## src/hdl/dtt_pkg.sv

```systemverilog
// Shared types, constants and command codes for the per-task duty throttle.
// Used by dtt_ctrl, dtt_dp and per_task_duty_throttle.
`timescale 1ns / 1ps
package dtt_pkg;

	localparam int MAX_TASKS = 16;
	localparam int IDX_W = (MAX_TASKS > 1) ? $clog2(MAX_TASKS) : 1;
	localparam int CNT_W = $clog2(MAX_TASKS + 1);

	localparam int ID_W = 17;
	localparam int LIM_W = 20;
	localparam int TIME_W = 64;
	localparam int IV_W = 32;
	localparam int STAT_W = 4;
	localparam int SHARE_SH = 16;
	localparam int B_W = LIM_W + IV_W;
	localparam int A_W = TIME_W + SHARE_SH;
	localparam int R_W = A_W + 2;
	localparam int Q_W = IV_W + 1;
	localparam int STEP_W = $clog2(IV_W);

	localparam int CFG_IDX_W = 2;
	localparam int CFG_DATA_W = 32;

	localparam logic [IV_W-1:0] IV_MIN = 32'd1000000;
	localparam logic [IV_W-1:0] IV_RESET = 32'd30000000;

	localparam logic [CFG_IDX_W-1:0] REG_INTERVAL = 2'd0;
	localparam logic [CFG_IDX_W-1:0] REG_EXCLUDED = 2'd1;

	localparam logic [1:0] OP_SET = 2'd0;
	localparam logic [1:0] OP_SAMPLE = 2'd1;
	localparam logic [1:0] OP_GONE = 2'd2;
	localparam logic [1:0] OP_CLEAR = 2'd3;

	localparam logic [STAT_W-1:0] ST_UPDATED = 4'd0;
	localparam logic [STAT_W-1:0] ST_FIRST = 4'd1;
	localparam logic [STAT_W-1:0] ST_INSERTED = 4'd2;
	localparam logic [STAT_W-1:0] ST_LIMIT_CHANGED = 4'd3;
	localparam logic [STAT_W-1:0] ST_DELETED = 4'd4;
	localparam logic [STAT_W-1:0] ST_NOT_FOUND = 4'd5;
	localparam logic [STAT_W-1:0] ST_FULL = 4'd6;
	localparam logic [STAT_W-1:0] ST_REJECTED = 4'd7;
	localparam logic [STAT_W-1:0] ST_CLEARED = 4'd8;

	typedef struct packed {
		logic [1:0]        op;
		logic [ID_W-1:0]   task_id;
		logic [LIM_W-1:0]  limit_share;
		logic [TIME_W-1:0] cpu_time_ns;
	} in_item_t;

	typedef struct packed {
		logic [IV_W-1:0]   sleep_ns;
		logic [STAT_W-1:0] status;
		logic [CNT_W-1:0]  active_tasks;
	} out_item_t;

	typedef enum logic [3:0] {
		CMD_NONE,
		CMD_LOAD,
		CMD_SCAN,
		CMD_APPLY,
		CMD_PREP,
		CMD_SETUP,
		CMD_DIV,
		CMD_FINISH,
		CMD_CLEAR,
		CMD_OUT
	} dp_op_t;

	typedef struct packed {
		dp_op_t           op;
		logic [IDX_W-1:0] idx;
	} dp_cmd_t;

	typedef struct packed {
		logic [1:0] op;
		logic       hit;
		logic       last_zero;
		logic       out_free;
	} dp_status_t;

endpackage

```

## src/hdl/dtt_ctrl.sv

```systemverilog
// Controller state machine of the duty throttle: sequences table scan, update,
// divide, statistics clear and result hand-off. Issues dp_cmd_t to dtt_dp; uses dtt_pkg.
`timescale 1ns / 1ps
module dtt_ctrl
	import dtt_pkg::*;
(
	input  logic       clk,
	input  logic       arst_n,
	input  logic       in_valid,
	output logic       in_stall,
	input  dp_status_t status,
	output dp_cmd_t    cmd
);

	typedef enum logic [3:0] {
		S_IDLE,
		S_SCAN,
		S_DECIDE,
		S_PREP,
		S_SETUP,
		S_DIV,
		S_FINISH,
		S_CLEAR,
		S_DONE
	} state_t;

	state_t            state_q;
	logic [IDX_W-1:0]  idx_q;
	logic [STEP_W-1:0] step_q;
	logic              idx_last, calc;

	assign idx_last = (idx_q == IDX_W'(MAX_TASKS - 1));
	assign calc = (status.op == OP_SAMPLE) && status.hit && !status.last_zero;
	assign in_stall = (state_q != S_IDLE);

	always_comb begin
		cmd.op = CMD_NONE;
		cmd.idx = idx_q;
		unique case (state_q)
			S_IDLE:   if (in_valid) cmd.op = CMD_LOAD;
			S_SCAN:   cmd.op = CMD_SCAN;
			S_DECIDE: if (status.op != OP_CLEAR && !calc) cmd.op = CMD_APPLY;
			S_PREP:   cmd.op = CMD_PREP;
			S_SETUP:  cmd.op = CMD_SETUP;
			S_DIV:    cmd.op = CMD_DIV;
			S_FINISH: cmd.op = CMD_FINISH;
			S_CLEAR:  cmd.op = CMD_CLEAR;
			S_DONE:   if (status.out_free) cmd.op = CMD_OUT;
			default:  cmd.op = CMD_NONE;
		endcase
	end

	always_ff @(posedge clk or negedge arst_n) begin
		if (!arst_n) begin
			state_q <= S_IDLE;
			idx_q <= '0;
			step_q <= '0;
		end else begin
			unique case (state_q)
				S_IDLE: begin
					idx_q <= '0;
					if (in_valid) state_q <= S_SCAN;
				end
				S_SCAN: begin
					idx_q <= idx_q + IDX_W'(1);
					if (idx_last) state_q <= S_DECIDE;
				end
				S_DECIDE: begin
					idx_q <= '0;
					if (status.op == OP_CLEAR) state_q <= S_CLEAR;
					else if (calc) state_q <= S_PREP;
					else state_q <= S_DONE;
				end
				S_PREP: state_q <= S_SETUP;
				S_SETUP: begin
					step_q <= '0;
					state_q <= S_DIV;
				end
				S_DIV: begin
					step_q <= step_q + STEP_W'(1);
					if (step_q == STEP_W'(IV_W - 1)) state_q <= S_FINISH;
				end
				S_FINISH: state_q <= S_DONE;
				S_CLEAR: begin
					idx_q <= idx_q + IDX_W'(1);
					if (idx_last) state_q <= S_DONE;
				end
				S_DONE: if (status.out_free) state_q <= S_IDLE;
				default: state_q <= S_IDLE;
			endcase
		end
	end

endmodule

```

## config.mk

```make
export PLATFORM = sky130hd
export DESIGN_NAME = dtt_ctrl
export DESIGN_NICKNAME = d
export VERILOG_FILES = /design/src/hdl/dtt_pkg.sv /design/src/hdl/dtt_ctrl.sv
export SDC_FILE = /design/constraint.sdc
export NUM_CORES = 1
export LEC_CHECK = 0
export ABC_CLOCK_PERIOD_IN_PS = 2040
export BUFFER_PORTS_ARGS = -buffer_cell sky130_fd_sc_hd__buf_2
export CORE_ASPECT_RATIO = 0.7
export CORE_MARGIN = 10
export CORE_UTILIZATION = 29
export CTS_BUF_LIST = sky130_fd_sc_hd__clkbuf_8
export DETAILED_ROUTE_END_ITERATION = 8
export GPL_ROUTABILITY_DRIVEN = 0
export SKIP_LAST_GASP = 1
export SLEW_MARGIN = 20
export SYNTH_ARGS = -nofsm -noshare
export SYNTH_HDL_FRONTEND = slang
export SYNTH_SLANG_ARGS = --single-unit
```

## constraint.sdc

```tcl
create_clock -name clk -period 2.04 [get_ports clk]
set_clock_uncertainty 0.2 [all_clocks]
set_input_delay 0.204 -clock clk [delete_from_list [all_inputs] [get_ports clk]]
set_output_delay 0.204 -clock clk [all_outputs]
set_load 0.05 [all_outputs]
```

Word level (Yosys, flattened, before mapping) --
Index checks and enable logic that the tools add are counted.
Storage, ports and cells: register bits 13, output and inout port bits 9
Operators by class: add/sub/neg operators 2, equal/unequal tests 18, muxes and demuxes 14, reduce and logical (&&, ||, !) cells 12
Operators by type and width (count):
- $pmux 4 s9 | 2
- $mux 4 | 8
- $eq 4x3->1 const B | 4
- $ne 2x2->1 const B | 6
- $pmux 5 s2 | 1
- $eq 4x2->1 const B | 2
- $eq 4x4->1 const B | 2
- $pmux 4 s2 | 1
- $add 5x1->5 const B | 1
- $eq 5x5->1 const B | 1
- $reduce_and 5->1 | 1
- $add 4x1->4 const B | 1
- $eq 4x1->1 const B | 1
- $logic_not 4->1 | 1
- $reduce_bool 2->1 | 2
- $reduce_bool 4->1 | 1
- $reduce_or 2->1 | 2
- $logic_and 1x1->1 | 3
- $eq 2x1->1 const B | 1
- $eq 2x2->1 const B | 1
- $logic_not 1->1 | 2
- $mux 2 | 1
- $mux 1 | 1

Logic depth before layout (Yosys ltp) --
depth in word-level cells 7, mapped depth 7, depth with buffers taken out 7

Worst setup path before layout --
No wires, ideal clock.
kind reg-to-output, from reg state_q[1], to out cmd[4] (netlist bit), arrival time 1.805 ns, required time 1.636 ns, slack -0.169 ns, cell stages (with the launch flop) 6, buffers on the path 1, cell sequence dfrtp_1 -> buf_2 -> inv_1 -> a21oi_1 -> or2_2 -> a31oi_1
RTL lines:
- start, declared | RTL line dtt_ctrl.sv:27 | state_t state_q;
- start signal, assigned | RTL line dtt_ctrl.sv:55 | state_q <= S_IDLE;
- start signal, assigned | RTL line dtt_ctrl.sv:62 | if (in_valid) state_q <= S_SCAN;
- start signal, assigned | RTL line dtt_ctrl.sv:66 | if (idx_last) state_q <= S_DECIDE;
- end, declared | RTL line dtt_ctrl.sv:12 | output dp_cmd_t cmd

==> results.py <==
metrics = {
    "timing": {
        "max_slew_margin": 0.694,
        "period_needed_ns": 1.96,
        "finalHoldViolCount": 0,
        "rsz0062_at_grt": "yes",
        "worst_pin_slew_ns": 0.455,
        "fmax_mhz": 511,
        "whs_ns": 0.0994,
        "layout_setup_ws_ns": 0.0835,
        "setup-tns-final_ns": 0,
        "setup_viol": 0,
        "finalMaxSlewViolations": 0,
        "finalCritPeriodShare": 0.959,
    },
    "floorplan": {
        "ios": 17,
        "core_um2": 2840,
        "die_h_um": 65.8,
        "rows": 16,
        "start_util": 0.306,
        "dieArea_um2": 5630,
        "chipWidth_um": 85.5,
    },
    "finish": {
        "multi_input_area_um2": 507,
        "layout_common_cells": "buf_2, nand2_1, dfrtp_1",
        "area_growth_pct": 21.4,
        "fillers": 310,
        "nets": 135,
        "drive_gt1_frac": 0.244,
        "final_common_cell": "buf_2",
        "ff_latch_area_um2": 327,
        "post-route-util": 0.372,
        "diodes": 0,
    },
    "power_and_ir_drop": {
        "p_seq_frac": 0.322,
        "powerDensity_nw_per_um2": 1500,
        "comb_power_share": 0.537,
        "p_sw_uw": 774,
        "total_power_uw": 1580,
        "vdd_drop_max_v": 0.000848,
        "intPower_uw": 808,
        "swShare": 0.489,
        "clock_power_share": 0.142,
        "power_leakage_uw": 0.000496,
    },
    "detailed_routing": {
        "dr.pass1.iters": 4,
        "antenna_left": 0,
        "drt_wl_total_um": 2190,
        "viasPerCell": 5.19,
        "detail_route.wl_per_cell_um": 13.8,
        "drcViolationCount": 0,
        "first_iter_violations": 65,
        "vias": 825,
    },
    "clocking": {
        "clock_latency_ns": 0.24,
        "ctsRootBufferMaster": "clkbuf_8",
        "cts_tree": "built",
        "clockBufferDepth": 2,
        "post-cts-setup-buffer-count": 0,
        "clk_pin_slew_ns": 0.05,
        "cts_max_level": 1,
        "clock-sinks": 13,
        "numCtsBuffers": 3,
    },
    "logic_synthesis": {
        "yosysUniqueCellTypes": 31,
        "synth_top_area_frac": 0.374,
        "ys_warn_count": 0,
        "ys_seq_area_frac": 0.374,
        "ys_seq_elements": 13,
        "synth_area_leaders": "dfrtp_1, nand2_1, a22o_1",
        "avgSynthCellArea_um2": 8.29,
        "syn_nets": 116,
        "yosys.area.top_type": "dfrtp_1",
        "syn-cell-area_um2": 871,
        "postSynthCellCount": 105,
    },
    "critical_path": {
        "crit_chain": "buf_4, nor2_1, nand3_1, a31oi_2, buf_2",
        "critPathArrivalTime_ns": 1.55,
        "cpMaxStageDelayCell": "dfrtp_1",
        "crit_fanout": 8,
        "crit_path_end_kind": "primary output",
        "critPathMaxStageDelay_ns": 0.41,
        "start_kind": "flop",
        "required_ns": 1.64,
        "critical_path_class": "reg2out",
    },
    "place": {
        "place_hpwl_um": 1620,
        "port_buffers": 16,
        "post-place-ws_ns": 0.201,
    },
    "global_routing": {
        "track_usage": 0.0784,
        "antenna_found_initial": 0,
        "grt_pass1_wl_um": 3690,
        "grt-ovfl-total": 0,
        "grt_pass1_vias": 839,
        "grt_max_degree": 17,
    },
    "status": {
        "status": "completed",
    },
    "min_path": {
        "hp-class": "in2reg",
    },
    "job": {
        "maxCapViolations": 0,
    },
}
state kept, by name, indices dropped and copies added (netlist names):
| signal | flops |
|---|---|
| state_q | 4 |
| idx_q | 4 |
| step_q | 5 |
synth_stat cells:
library cell	count
dfrtp_1	13
nand2_1	12
nor2_1	11
o21ai_0	8
a21oi_1	5
a22o_1	5
nand2b_1	5
nand3_1	5
a31oi_1	4
buf_2	4
ha_1	3
inv_1	3
nor3_1	3
a21o_1	2
and3_1	2
clkbuf_1	2
nor2b_1	2
o32ai_1	2
xor2_1	2
a211o_1	1
a211oi_1	1
a31o_2	1
buf_6	1
mux2_2	1
nand3b_1	1
nor3_2	1
nor3b_1	1
o31a_1	1
or2_2	1
or3_1	1
or3b_1	1
logic make-up after synthesis:
family                   synth area share
AO/OA/AOI/OAI                       0.230
XOR/XNOR                           0.0201
AND/OR/NAND/NOR                     0.263
buffers and inverters              0.0575
multiplexers                       0.0129
flip-flops                          0.374
adder cells (fa/ha/maj)            0.0431
power groups by stage:
stage | registers (µW) | clock network (µW) | logic [µW]
final | 509 | 224 | 849
after global routing | 525 | 246 | 940
after CTS | 503 | 234 | 852
after detailed placement | 505 | 0 | 846
after global placement | 492 | 0 | 825
after floorplan | 560 | 0 | 600
metal layers:
layer	GRT usage	vias up	wire length (µm)
li1	-	409	-
met1	0.0858	395	1040
met2	0.128	15	999
met3	0.0394	6	118
met4	0.0307	0	28
met5	0	-	0
critical path, delay by kind of cell (launching register included):
family	cells	cell delay, ns
buf+inv	2	0.46
flops	1	0.41
simple gates	2	0.27
compound gates	1	0.16
final timing paths:
check,endpoint,slack [ns],from,cells past startpoint
min,state_q[2],0.1,status[4],3
max in group asynchronous,state_q[2],1.22,arst_n,2
max,cmd[4],0.08,state_q[1],5
max reg2reg,state_q[0],0.20,step_q[0],7
min in group asynchronous,idx_q[0],0.18,arst_n,2
min reg2reg,step_q[1],0.31,step_q[1],2
final cells by class:
cell class | instances | area share
Clock buffer | 3 | 0.0391
Tap cell | 36 | 0.0426
Inverter | 3 | 0.0107
Clock inverter | 1 | 0.00355
Multi-Input combinational cell | 82 | 0.479
Timing Repair Buffer | 21 | 0.116
Sequential cell | 13 | 0.309
stage by stage:
step           instance area, µm²  std cells
6_report                     1060        159
5_1_grt                      1060        159
4_1_cts                      1050        159
3_5_place_dp                  993        154
3_3_place_gp                  993        154
2_1_floorplan                 877        105
timing repair:
action	4_1_cts	5_1_grt
gates resized for setup	1	2
setup endpoints to repair	1	1
hold endpoints to repair	13	0
hold buffers	1	0
No activity file was read; power rests on OpenSTA's default activity.
